$ cat config.mk
export PLATFORM = sky130hd
export DESIGN_NAME = restart_window_rate_limiter_unit_flat
export DESIGN_NICKNAME = d
export VERILOG_FILES = /design/src/rwrl_pkg.sv /design/src/rwrl_req_if.sv /design/src/rwrl_rsp_if.sv /design/src/rwrl_ram.sv /design/src/restart_window_rate_limiter_unit.sv /design/src/flat_wrapper.sv
export SDC_FILE = /design/constraint.sdc
export NUM_CORES = 1
export LEC_CHECK = 0
export BUFFER_PORTS_ARGS = -buffer_cell sky130_fd_sc_hd__buf_2
export CORE_ASPECT_RATIO = 0.8
export CORE_UTILIZATION = 55
export DETAILED_ROUTE_END_ITERATION = 10
export GPL_TIMING_DRIVEN = 0
export PLACE_DENSITY_LB_ADDON = 0.2
export SYNTH_ARGS = -nofsm -noshare
export SYNTH_HDL_FRONTEND = slang
export SYNTH_HIERARCHICAL = 1
export SYNTH_SLANG_ARGS = --single-unit
$ cat constraint.sdc
create_clock -name clock -period 8.4 [get_ports clock]
set_input_delay 1.68 -clock clock [delete_from_list [all_inputs] [get_ports clock]]
set_output_delay 1.68 -clock clock [all_outputs]
set_load 0.005 [all_outputs]
$ cat src/rwrl_pkg.sv
`timescale 1ns / 1ps

package rwrl_pkg;

   localparam int TIME_W      = 64;
   localparam int LIMIT_W     = 4;
   localparam int COUNT_OUT_W = 4;
   localparam int CSR_DATA_W  = 64;
   localparam int CSR_ADDR_W  = 5;

   typedef logic [TIME_W-1:0]      time_type;
   typedef logic [LIMIT_W-1:0]     limit_type;
   typedef logic [COUNT_OUT_W-1:0] count_out_type;
   typedef logic [CSR_DATA_W-1:0]  csr_data_type;
   typedef logic [CSR_ADDR_W-1:0]  csr_addr_type;

   localparam logic OP_ARM   = 1'b0;
   localparam logic OP_CLEAR = 1'b1;

   localparam logic [1:0] REG_MAX_RESTARTS      = 2'd0;
   localparam logic [1:0] REG_WINDOW_LENGTH     = 2'd1;
   localparam logic [1:0] REG_RESTARTS_DISABLED = 2'd2;

endpackage

$ cat src/rwrl_req_if.sv
`timescale 1ns / 1ps

interface rwrl_req_if
   import rwrl_pkg::*;
();
   logic     valid;
   logic     ready;
   logic     opcode;
   time_type now_time;
   logic     in_crash_loop;

   modport source (output valid, output opcode, output now_time, output in_crash_loop,
                   input ready);
   modport sink (input valid, input opcode, input now_time, input in_crash_loop,
                 output ready);
endinterface

$ cat src/rwrl_rsp_if.sv
`timescale 1ns / 1ps

interface rwrl_rsp_if
   import rwrl_pkg::*;
();
   logic          valid;
   logic          ready;
   logic          granted;
   count_out_type window_count;

   modport source (output valid, output granted, output window_count, input ready);
   modport sink (input valid, input granted, input window_count, output ready);
endinterface

$ cat src/rwrl_ram.sv
`timescale 1ns / 1ps

module rwrl_ram #(
   parameter int WIDTH = 64,
   parameter int DEPTH = 8
) (
   input  logic                                    clock,
   input  logic                                    wr_en,
   input  logic [(DEPTH > 1 ? $clog2(DEPTH) : 1)-1:0] wr_addr,
   input  logic [WIDTH-1:0]                        wr_data,
   input  logic [(DEPTH > 1 ? $clog2(DEPTH) : 1)-1:0] rd_addr,
   output logic [WIDTH-1:0]                        rd_data
);

   logic [WIDTH-1:0] mem [DEPTH];
   logic [WIDTH-1:0] rd_data_ff;

   always_ff @(posedge clock) begin
      if (wr_en) begin
         mem[wr_addr] <= wr_data;
      end
      rd_data_ff <= mem[rd_addr];
   end

   assign rd_data = rd_data_ff;

endmodule

$ cat src/restart_window_rate_limiter_unit.sv
`timescale 1ns / 1ps
// channel   direction  handshake          payload
// req       in         valid / ready      opcode, now_time, in_crash_loop
// rsp       out        valid / ready      granted, window_count
// csr       in         apb write / read   max_restarts, window_length, restarts_disabled
//
// one item at a time: after it is taken, a drop scan may remove expired timestamps from
// the ring until it meets a younger entry or empties it, and then the item is decided
// the scan reads the timestamp ring one entry per cycle through its single read port
// reset is synchronous and clears head, count, registers and handshakes; ring data is
// never read before it is written, so the ring needs no clearing pass
// a stalled rsp holds the result; the next item is taken meanwhile and waits to finish

module restart_window_rate_limiter_unit
   import rwrl_pkg::*;
#(
   parameter int RING_DEPTH = 8
) (
   input  logic            clock,
   input  logic            reset,
   rwrl_req_if.sink        req,
   rwrl_rsp_if.source      rsp,
   input  logic            csr_psel,
   input  logic            csr_penable,
   input  logic            csr_pwrite,
   input  csr_addr_type    csr_paddr,
   input  csr_data_type    csr_pwdata,
   output csr_data_type    csr_prdata,
   output logic            csr_pready
);

   localparam int HW = RING_DEPTH > 1 ? $clog2(RING_DEPTH) : 1;
   localparam int CW = $clog2(RING_DEPTH + 1);
   localparam int LW = CW > LIMIT_W ? CW : LIMIT_W;

   localparam logic [1:0] ST_IDLE   = 2'd0;
   localparam logic [1:0] ST_PRUNE  = 2'd1;
   localparam logic [1:0] ST_DECIDE = 2'd2;

   logic [1:0]    state_ff, state_in;
   logic [HW-1:0] head_ff, head_in;
   logic [CW-1:0] count_ff, count_in;

   limit_type     max_restarts_ff;
   time_type      window_length_ff;
   logic          restarts_disabled_ff;

   logic          op_ff;
   time_type      now_ff;
   logic          crash_ff;

   logic          rsp_valid_ff, rsp_valid_in;
   logic          rsp_granted_ff;
   count_out_type rsp_count_ff;

   logic [LW-1:0] limit_wide;
   logic [CW-1:0] limit;
   logic [HW-1:0] head_inc;
   logic [CW:0]   wr_sum;
   logic [HW-1:0] wr_addr;
   logic [HW-1:0] rd_addr;
   time_type      rd_data;
   logic [TIME_W:0] diff;
   logic          keep_oldest;
   logic          out_free;
   logic          req_fire;
   logic          prune_start;
   logic          arm_ok;
   logic          grant;
   logic          decide_fire;
   logic          csr_write;
   logic [1:0]    csr_index;

   assign csr_pready = 1'b1;
   assign csr_index  = csr_paddr[CSR_ADDR_W-1:3];
   assign csr_write  = csr_psel && csr_penable && csr_pwrite;

   always_comb begin
      unique case (csr_index)
         REG_MAX_RESTARTS:      csr_prdata = CSR_DATA_W'(max_restarts_ff);
         REG_WINDOW_LENGTH:     csr_prdata = window_length_ff;
         REG_RESTARTS_DISABLED: csr_prdata = CSR_DATA_W'(restarts_disabled_ff);
         default:               csr_prdata = '0;
      endcase
   end

   assign limit_wide = (LW'(max_restarts_ff) > LW'(RING_DEPTH)) ? LW'(RING_DEPTH)
                                                                : LW'(max_restarts_ff);
   assign limit      = limit_wide[CW-1:0];

   assign head_inc = (head_ff == HW'(RING_DEPTH - 1)) ? '0 : head_ff + HW'(1);
   assign wr_sum   = (CW+1)'(head_ff) + (CW+1)'(count_ff);
   assign wr_addr  = (wr_sum >= (CW+1)'(RING_DEPTH)) ? HW'(wr_sum - (CW+1)'(RING_DEPTH))
                                                    : HW'(wr_sum);
   assign rd_addr  = (state_ff == ST_PRUNE) ? head_inc : head_ff;

   assign diff        = {1'b0, now_ff} - {1'b0, rd_data};
   assign keep_oldest = diff[TIME_W] || (diff[TIME_W-1:0] < window_length_ff);

   assign out_free    = !rsp_valid_ff || rsp.ready;
   assign req.ready   = (state_ff == ST_IDLE);
   assign req_fire    = req.valid && req.ready;
   assign prune_start = (limit != '0) && (window_length_ff != '0) && (count_ff != '0)
                        && (((req.opcode == OP_ARM) && !restarts_disabled_ff)
                            || ((req.opcode == OP_CLEAR) && req.in_crash_loop));

   assign arm_ok      = (op_ff == OP_ARM) && !restarts_disabled_ff && (count_ff < limit);
   assign grant       = (op_ff == OP_ARM) ? arm_ok : (!crash_ff || (count_ff < limit));
   assign decide_fire = (state_ff == ST_DECIDE) && out_free;

   rwrl_ram #(
      .WIDTH (TIME_W),
      .DEPTH (RING_DEPTH)
   ) u_time_ring (
      .clock   (clock),
      .wr_en   (decide_fire && arm_ok),
      .wr_addr (wr_addr),
      .wr_data (now_ff),
      .rd_addr (rd_addr),
      .rd_data (rd_data)
   );

   always_comb begin
      state_in     = state_ff;
      head_in      = head_ff;
      count_in     = count_ff;
      rsp_valid_in = rsp_valid_ff && !rsp.ready;
      unique case (state_ff)
         ST_IDLE: begin
            if (req_fire) begin
               state_in = prune_start ? ST_PRUNE : ST_DECIDE;
            end
         end
         ST_PRUNE: begin
            if (keep_oldest) begin
               state_in = ST_DECIDE;
            end else begin
               count_in = count_ff - CW'(1);
               if (count_ff == CW'(1)) begin
                  head_in  = '0;
                  state_in = ST_DECIDE;
               end else begin
                  head_in = head_inc;
               end
            end
         end
         ST_DECIDE: begin
            if (out_free) begin
               if (arm_ok) begin
                  count_in = count_ff + CW'(1);
               end
               rsp_valid_in = 1'b1;
               state_in     = ST_IDLE;
            end
         end
         default: begin
            state_in = ST_IDLE;
         end
      endcase
   end

   always_ff @(posedge clock) begin
      if (reset) begin
         state_ff             <= ST_IDLE;
         head_ff              <= '0;
         count_ff             <= '0;
         rsp_valid_ff         <= 1'b0;
         max_restarts_ff      <= '0;
         window_length_ff     <= '0;
         restarts_disabled_ff <= 1'b1;
      end else begin
         state_ff     <= state_in;
         head_ff      <= head_in;
         count_ff     <= count_in;
         rsp_valid_ff <= rsp_valid_in;
         if (csr_write) begin
            case (csr_index)
               REG_MAX_RESTARTS:      max_restarts_ff      <= csr_pwdata[LIMIT_W-1:0];
               REG_WINDOW_LENGTH:     window_length_ff     <= csr_pwdata;
               REG_RESTARTS_DISABLED: restarts_disabled_ff <= csr_pwdata[0];
               default: ;
            endcase
         end
      end
   end

   always_ff @(posedge clock) begin
      if (req_fire) begin
         op_ff    <= req.opcode;
         now_ff   <= req.now_time;
         crash_ff <= req.in_crash_loop;
      end
      if (decide_fire) begin
         rsp_granted_ff <= grant;
         rsp_count_ff   <= COUNT_OUT_W'(count_in);
      end
   end

   assign rsp.valid        = rsp_valid_ff;
   assign rsp.granted      = rsp_granted_ff;
   assign rsp.window_count = rsp_count_ff;

`ifndef SYNTHESIS
   a_count_bound: assert property (@(posedge clock) disable iff (reset)
      (32'(count_ff) <= RING_DEPTH))
      else $error("ring count above ring depth");

   a_empty_head: assert property (@(posedge clock) disable iff (reset)
      (count_ff == '0) |-> (head_ff == '0))
      else $error("empty ring with nonzero head");

   a_prune_nonempty: assert property (@(posedge clock) disable iff (reset)
      (state_ff == ST_PRUNE) |-> (count_ff != '0))
      else $error("drop scan on empty ring");

   a_decide_result: assert property (@(posedge clock) disable iff (reset)
      decide_fire |=> (rsp_valid_ff && (state_ff == ST_IDLE)))
      else $error("finished item did not reach rsp");
`endif

endmodule
$ cat src/flat_wrapper.sv
// flat-port wrapper written by rule: the top's interface ports become plain ports
module restart_window_rate_limiter_unit_flat import rwrl_pkg::*;
#(
   parameter int RING_DEPTH = 8
)
  (clock, reset, csr_psel, csr_penable, csr_pwrite, csr_paddr, csr_pwdata, csr_prdata, csr_pready, req_valid, req_opcode, req_now_time, req_in_crash_loop, req_ready, rsp_valid, rsp_granted, rsp_window_count, rsp_ready);
  rwrl_req_if req_i ();
  rwrl_rsp_if rsp_i ();
  input  logic clock;
  input  logic reset;
  input  logic csr_psel;
  input  logic csr_penable;
  input  logic csr_pwrite;
  input  csr_addr_type csr_paddr;
  input  csr_data_type csr_pwdata;
  output csr_data_type csr_prdata;
  output logic csr_pready;
  input wire logic [$bits(req_i.valid)-1:0] req_valid;
  input wire logic [$bits(req_i.opcode)-1:0] req_opcode;
  input wire logic [$bits(req_i.now_time)-1:0] req_now_time;
  input wire logic [$bits(req_i.in_crash_loop)-1:0] req_in_crash_loop;
  output wire logic [$bits(req_i.ready)-1:0] req_ready;
  output wire logic [$bits(rsp_i.valid)-1:0] rsp_valid;
  output wire logic [$bits(rsp_i.granted)-1:0] rsp_granted;
  output wire logic [$bits(rsp_i.window_count)-1:0] rsp_window_count;
  input wire logic [$bits(rsp_i.ready)-1:0] rsp_ready;
  assign req_i.valid = req_valid;
  assign req_i.opcode = req_opcode;
  assign req_i.now_time = req_now_time;
  assign req_i.in_crash_loop = req_in_crash_loop;
  assign req_ready = req_i.ready;
  assign rsp_valid = rsp_i.valid;
  assign rsp_granted = rsp_i.granted;
  assign rsp_window_count = rsp_i.window_count;
  assign rsp_i.ready = rsp_ready;
  restart_window_rate_limiter_unit #(.RING_DEPTH(RING_DEPTH)) u_core (.clock(clock), .reset(reset), .req(req_i), .rsp(rsp_i), .csr_psel(csr_psel), .csr_penable(csr_penable), .csr_pwrite(csr_pwrite), .csr_paddr(csr_paddr), .csr_pwdata(csr_pwdata), .csr_prdata(csr_prdata), .csr_pready(csr_pready));
endmodule
==> results of run 1 <==
==> through the flow <==
stage	power (mW)	area, um^2	hold slack, ps
CTS	7.658	37050	487.9
floorplan	4.329	32190	457.4
global placement	4.494	34180	481.3
finish	7.622	37050	488.4
detailed placement	4.511	34750	478.4
global route	7.856	37050	529.5
==> Yosys cell counts, types with 4 or more instances <==
cell type,count
a2111oi_0,5
a211oi_1,7
a21boi_0,6
a21o_1,24
a21oi_1,173
a221oi_1,6
a22oi_1,4
a31oi_1,6
and2_1,64
and3_1,7
and4_1,7
buf_1,9
buf_2,8
buf_4,4
buf_6,11
clkbuf_1,61
dfxtp_1,143
edfxtp_1,583
ha_1,139
inv_1,158
mux2_2,70
mux2i_1,12
mux4_2,128
nand2_1,223
nand2b_1,8
nand3_1,15
nand4_1,33
nor2_1,79
nor2b_1,13
nor3_1,11
nor4_1,23
o211ai_1,4
o21a_1,10
o21ai_0,60
o21bai_1,15
o221ai_1,4
o31ai_1,5
or3_1,10
or4_1,4
xnor2_1,42
xor2_1,19
==> state kept, by name (all words and copies together) (netlist names), 2 cells and up <==
| signal | flops |
|---|---|
| u_core/max_restarts_ff | 4 |
| u_core/state_ff | 2 |
| u_core/u_time_ring/mem | 512 |
| u_core/count_ff | 4 |
| u_core/u_time_ring/rd_data | 64 |
| u_core/rsp.window_count | 4 |
| u_core/head_ff | 3 |
| u_core/now_ff | 64 |
| u_core/window_length_ff | 64 |
==> power by group through the flow <==
stage / Sequential (mW) / Clock [mW] / Combinational (mW)
4_1_cts: 3.99 / 3.22 / 0.444
6_report: 3.99 / 3.18 / 0.450
2_1_floorplan: 4.04 / 0 / 0.290
3_3_place_gp: 4.07 / 0 / 0.425
3_5_place_dp: 4.07 / 0 / 0.440
5_1_grt: 4.00 / 3.36 / 0.501
==> final timing paths <==
check                                                                 to  depth (start not counted)
worst max-delay path                u_core/rsp.window_count[1]$_DFFE_PP_                         20
worst min-delay path            u_core/window_length_ff[28]$_SDFFE_PP0P_                          2
worst max register to register      u_core/rsp.window_count[1]$_DFFE_PP_                         20
worst min register to register  u_core/window_length_ff[28]$_SDFFE_PP0P_                          2
==> final cells by class <==
class,count,area share
buffer,93,0.01233
clock buffer,92,0.05119
clock inverter,37,0.01094
inverter,158,0.01601
multi-input combinational,1283,0.2923
sequential,726,0.5497
tap,760,0.02566
timing repair buffer,238,0.04180
==> kinds of logic after synthesis <==
family	count (synthesis)
flops	726
fa+ha+maj	141
other cells	1
mux	210
buf+inv	251
simple gates	510
xor+xnor	61
compound gates	360
==> worst max-delay path, cell delays in order (launching register included) <==
cell and delay, ps:
edfxtp_1 510, ha_1 410, and4_1 260, nand3_1 90
a21oi_1 470, o21ai_0 340, a2111oi_0 990, o31ai_1 400
o21ba_2 330, o21ai_0 220, xor2_1 110, ha_1 310
nand4_1 110, or4_1 600, nor2_1 160, o221ai_1 170
a22oi_1 220, nand2_1 130, buf_2 220, mux2i_1 150
or3_1 400
==> metal layers <==
metal / part of all wire / vias up / routed length, um / global-route usage
li1: - / 9116 / - / -
met1: 0.45 / 10180 / 37440 / 0.4310
met2: 0.44 / 924 / 36320 / 0.4194
met3: 0.085 / 134 / 7033 / 0.05208
met4: 0.024 / 0 / 2001 / 0.08052
met5: 0 / - / 0 / 0
==> results.yml, run 1 <==
global_routing:
  grt_usage: 0.2839
  antenna_found_initial: 4
  grt_pass1_wl_um: 124200
  grt_pass1_vias: 20030
  grt_max_degree: 40
  grt-ovfl-total: 0
power:
  p_sw_frac: 0.2190
  p_sw_mw: 1.669
  seqPwrFrac: 0.524
  clkPwrFrac: 0.417
  power.static_leakage_nw: 13.03
  p_comb_frac: 0.059
  intPower_mw: 5.953
  power_density_nw_per_um2: 205.7
  peakVddDrop_mv: 0.2428
route:
  drtIter0Drc: 2171
  post-route-drc-count: 0
  vias: 20350
  wl_per_cell_um: 24.44
  via_per_inst: 6.009
  ant_nets: 0
  wirelength_um: 82790
  firstDrtPassIters: 5
layout:
  layout_commonest_cell: "edfxtp_1"
  drive_above_1_share: 0.2223
  nets: 2853
  stdcell_count: 3387
  areaGrowthSynthToFinish_pct: 15.10
  most-common-layout-cells: "edfxtp_1, nand2_1, buf_2, a21oi_1, inv_1"
  seq_area_um2: 20370
  multi_input_area_um2: 10830
  fill_cells: 4127
  antenna_cells: 0
  fin_util: 0.6468
synth:
  yosys_warnings: 6
  ys.flop_type: "edfxtp_1"
  synth_top_area_share: 0.5438
  synth_seq_cells: 726
  synth.avg_cell_area_um2: 14.24
  synth_nets: 2543
  synthTopCellsByArea: "edfxtp_1, mux4_2, dfxtp_1"
  netlist_area_um2: 32190
  ys_types: 76
  synth-simple-area-share: 0.07656
  syn-instance-count: 2260
  async_reset_ff_frac: 0
  synthAdderAreaFrac: 0.05527
  synthMuxAreaShare: 0.1178
  synth_top_family_by_area: "multiplexers"
  ys_seq_area_frac: 0.6327
  synth_compound_area_frac: 0.06836
  synth_area_leader_cell: "edfxtp_1"
  synth_xor_area_frac: 0.01660
  synth_edf_count: 583
worst_hold_path:
  hp-class: "flop to flop"
  hp-start: "u_core/window_length_ff[28]$_SDFFE_PP0P_"
clock_tree:
  clockBufferDepth: 3
  clk_latency_ps: 610
  cts_resized: 0
  cts_root_buf: "clkbuf_16"
  hold_buffers: 0
  cts_tree: "done"
  cts_buffers: 70
  clk_pin_slew_ps: 60
  cts_setup_buffers: 0
  clock_sinks: 726
  htree_levels: 3
setup_path:
  critPathLaunch: "u_core/now_ff[8]$_DFFE_PP_"
  critPathArrivalTime_ps: 7230
  critPathKind: "flop to flop"
  end_kind: "flop"
  worstSetupStartpointType: "flop"
  r2r-start: "u_core/now_ff[8]$_DFFE_PP_"
  critPathRequiredTime_ps: 8740
  worstPathMaxFanout: 10
  rrSetupSlack_ps: 1510
sta:
  hold_viol: 0
  tns_ps: 0
  rsz0062_at_grt: "false"
  fin_crit_sh: 0.8197
  fmax_mhz: 145.2
  tightest_slew_ps: 1138
  maxSlewHeadroom: 0.2410
  setup_slack_ps: 1515
  min_period_ps: 6885
  final-setup-viol-count: 0
  slew_violations: 0
  skew_ps: 16.12
die:
  chipHeight_um: 218.4
  ioPinCount: 214
  rows: 78
  die_width_um: 272.5
  initial_core_util: 0.5620
  core_um2: 57290
  die-area_um2: 59510
job:
  cap_violations: 0
placed_design:
  place.gp.congestion: 0.9142
  place_hpwl_um: 59170
  port_buffers: 206
  placed_cells: 3258
  pre_cts_slack_ps: 1708
outcome:
  outcome: "finished clean"
Power figures use the tool's default switching activity.
==> inputs of run 2 (changes only) <==
--- a/config.mk
+++ b/config.mk
@@ -5,6 +5,7 @@
 export SDC_FILE = /design/constraint.sdc
 export NUM_CORES = 1
 export LEC_CHECK = 0
+export ABC_AREA = 1
 export BUFFER_PORTS_ARGS = -buffer_cell sky130_fd_sc_hd__buf_2
 export CORE_ASPECT_RATIO = 0.8
 export CORE_UTILIZATION = 55
==> constraint.sdc (replaced) <==
create_clock -name clock -period 6.81 [get_ports clock]
set_input_delay 1.362 -clock clock [delete_from_list [all_inputs] [get_ports clock]]
set_output_delay 1.362 -clock clock [all_outputs]
set_load 0.005 [all_outputs]
==> run 2 against run 1 <==
Compared with the run above:
- area after synthesis rose by 11%
- die area rose by 11%
- critical endpoint unchanged
- sequential power rose by 24%
- largest cell class unchanged
- global-route usage rose by 1.1 points
- largest power group unchanged
==> results.yml, run 2 <==
layout:
  nets: 4539
  largest_reg_flops: 512
  layout_commonest_cell: "nand2_1"
  stdcell_count: 5166
  max_flop_register: "u_core/u_time_ring/mem"
  fill_cells: 5174
  most-common-layout-cells: "nand2_1, inv_1, edfxtp_1, nand3_1, buf_2"
  fin_util: 0.6322
  final_cell_area_um2: 40570
  areaGrowthSynthToFinish_pct: 13.75
  drive_above_1_share: 0.1105
sta:
  rsz0062_at_grt: "false"
  tightest_slew_ps: 1185
  fmax_mhz: 204.8
  fin_crit_sh: 0.7172
  setup_slack_ps: 1926
  final-setup-viol-count: 0
  maxSlewHeadroom: 0.2098
  slew_violations: 0
  hold_viol: 0
  skew_ps: 18.77
  min_period_ps: 4884
setup_path:
  critPathKind: "flop to flop"
  crit_family: "simple AND/OR/NAND/NOR gates"
  crit_path_max_incr_delay_ps: 520
  cp_num_buf_inv: 5
  crit_path_frequent_cell: "nand2_1"
  end_kind: "flop"
  worstPathMaxFanout: 9
  worstSetupStartpointType: "flop"
  crit_slowest_cell: "edfxtp_1"
  rrSetupSlack_ps: 1930
  critPathArrivalTime_ps: 5270
  critPathRequiredTime_ps: 7190
die:
  die_width_um: 286.7
  chipHeight_um: 229.8
  die-area_um2: 65880
  core_um2: 64180
  rows: 83
  ioPinCount: 214
  initial_core_util: 0.5558
synth:
  async_reset_ff_frac: 0
  syn-instance-count: 3955
  synth_area_leader_cell: "edfxtp_1"
  ys_seq_area_frac: 0.5711
  ys_types: 56
  synth.avg_cell_area_um2: 9.019
  synth_seq_cells: 726
  synth_common_cells: "nand2_1, inv_1, edfxtp_1"
  synth_top_area_share: 0.4908
  yosysMostFrequentCell: "nand2_1"
  synth_nets: 4238
  yosys_warnings: 6
  netlist_area_um2: 35670
  synthTopCellsByArea: "edfxtp_1, nand2_1, inv_1"
  ys.flop_type: "edfxtp_1"
  synth_edf_count: 583
global_routing:
  antenna_found_initial: 1
  grt_pass1_vias: 25430
  grt_max_degree: 43
  grt_usage: 0.2946
  grt-ovfl-total: 0
  grt_pass1_wl_um: 145900
clock_tree:
  cts_tree: "done"
  cts_resized: 0
  clk_latency_ps: 640
  clk_pin_slew_ps: 60
  hold_buffers: 0
  cts_setup_buffers: 0
  cts_buffers: 74
  htree_levels: 3
  cts_root_buf: "clkbuf_16"
  clockBufferDepth: 3
  clock_sinks: 726
route:
  ant_nets: 0
  firstDrtPassIters: 6
  via_per_inst: 5.290
  post-route-drc-count: 0
  wirelength_um: 96600
  vias: 27330
  drtIter0Drc: 2877
  wl_per_cell_um: 18.70
placed_design:
  port_buffers: 208
  pre_cts_slack_ps: 1932
  placed_cell_area_um2: 38180
  place_hpwl_um: 72060
  placed_cells: 5030
  place.gp.congestion: 0.9873
power:
  power.static_leakage_nw: 18.50
  power_density_nw_per_um2: 240.4
  peakVddDrop_mv: 0.1730
outcome:
  outcome: "finished clean"
job:
  cap_violations: 0
worst_hold_path:
  hp-class: "flop to flop"
[run 2: cell count changes in the layout (fill, tap and decap cells not counted), sizes merged, moves of 16 or more]
cell	change
clkbuf	-18
o21ai	+71
a21oi	+28
inv	+644
nand2	+871
mux4	-128
nor2	+158
xor2	+19
mux2	-70
and2	-64
buf	+47
a21o	-16
nand3	+292
[run 2: metal layers]
layer	GRT usage	share of wire	vias up
li1	-	-	13230
met1	0.4238	0.44	12640
met2	0.4406	0.43	1289
met3	0.06468	0.10	166
met4	0.09809	0.031	4
met5	0.01324	0.0014	-
[run 2: final timing paths]
check / start / endpoint / cells past startpoint
hold reg to reg: u_core/state_ff[0]$_SDFFE_PP0P_ / u_core/state_ff[0]$_SDFFE_PP0P_ / 2
hold / removal: u_core/state_ff[0]$_SDFFE_PP0P_ / u_core/state_ff[0]$_SDFFE_PP0P_ / 2
setup reg to reg: u_core/now_ff[0]$_DFFE_PP_ / u_core/rsp.window_count[1]$_DFFE_PP_ / 33
setup / recovery: u_core/now_ff[0]$_DFFE_PP_ / u_core/rsp.window_count[1]$_DFFE_PP_ / 33
[run 2: layout make-up]
class	count	area [um^2]	area share
Tap cell	850	1064	0.02621
Clock buffer	98	1963	0.04838
Sequential cell	726	20370	0.5020
Clock inverter	37	424.2	0.01045
Antenna cell	1	2.502	0.00006168
Buffer	129	728.2	0.01795
Multi-Input combinational cell	2297	11620	0.2863
Inverter	803	3017	0.07435
Timing Repair Buffer	225	1389	0.03423
[run 2: cell families (layout without fill, tap and decap cells)]
logic type	count (synthesis)	in the layout	share of synthesized area
simple gates	1699	1699	0.1974
buf+inv	932	1292	0.1049
flops	726	726	0.5711
compound gates	390	390	0.06044
fa+ha+maj	141	141	0.04988
xor+xnor	66	66	0.01621
other cells	1	2	0.0001051
[run 2: stage by stage]
stage | hold WS [ps] | setup TNS, ps | power (mW)
after global placement | 476.4 | -444910 | 5.817
final | 490.5 | 0 | 9.753
after global routing | 520.6 | 0 | 10.08
after floorplan | 456.6 | 0 | 5.523
after detailed placement | 484.0 | 0 | 5.836
after CTS | 492.5 | 0 | 9.808
[run 2: power breakdown]
group / switching (mW) / total [mW] / internal, mW / leakage [nW]
Combinational: 0.516 / 0.797 / 0.281 / 10.9
Sequential: 0.0988 / 4.96 / 4.87 / 6.46
Clock: 1.74 / 3.99 / 2.26 / 1.14
Total: 2.35 / 9.75 / 7.40 / 18.5
[run 2: worst register-to-register path, delay by kind of cell (launching register included)]
family | cells | cell delay (ps)
xor+xnor | 1 | 270
buf+inv | 5 | 320
simple gates | 21 | 2210
fa+ha+maj | 3 | 820
flops | 1 | 520
compound gates | 3 | 500
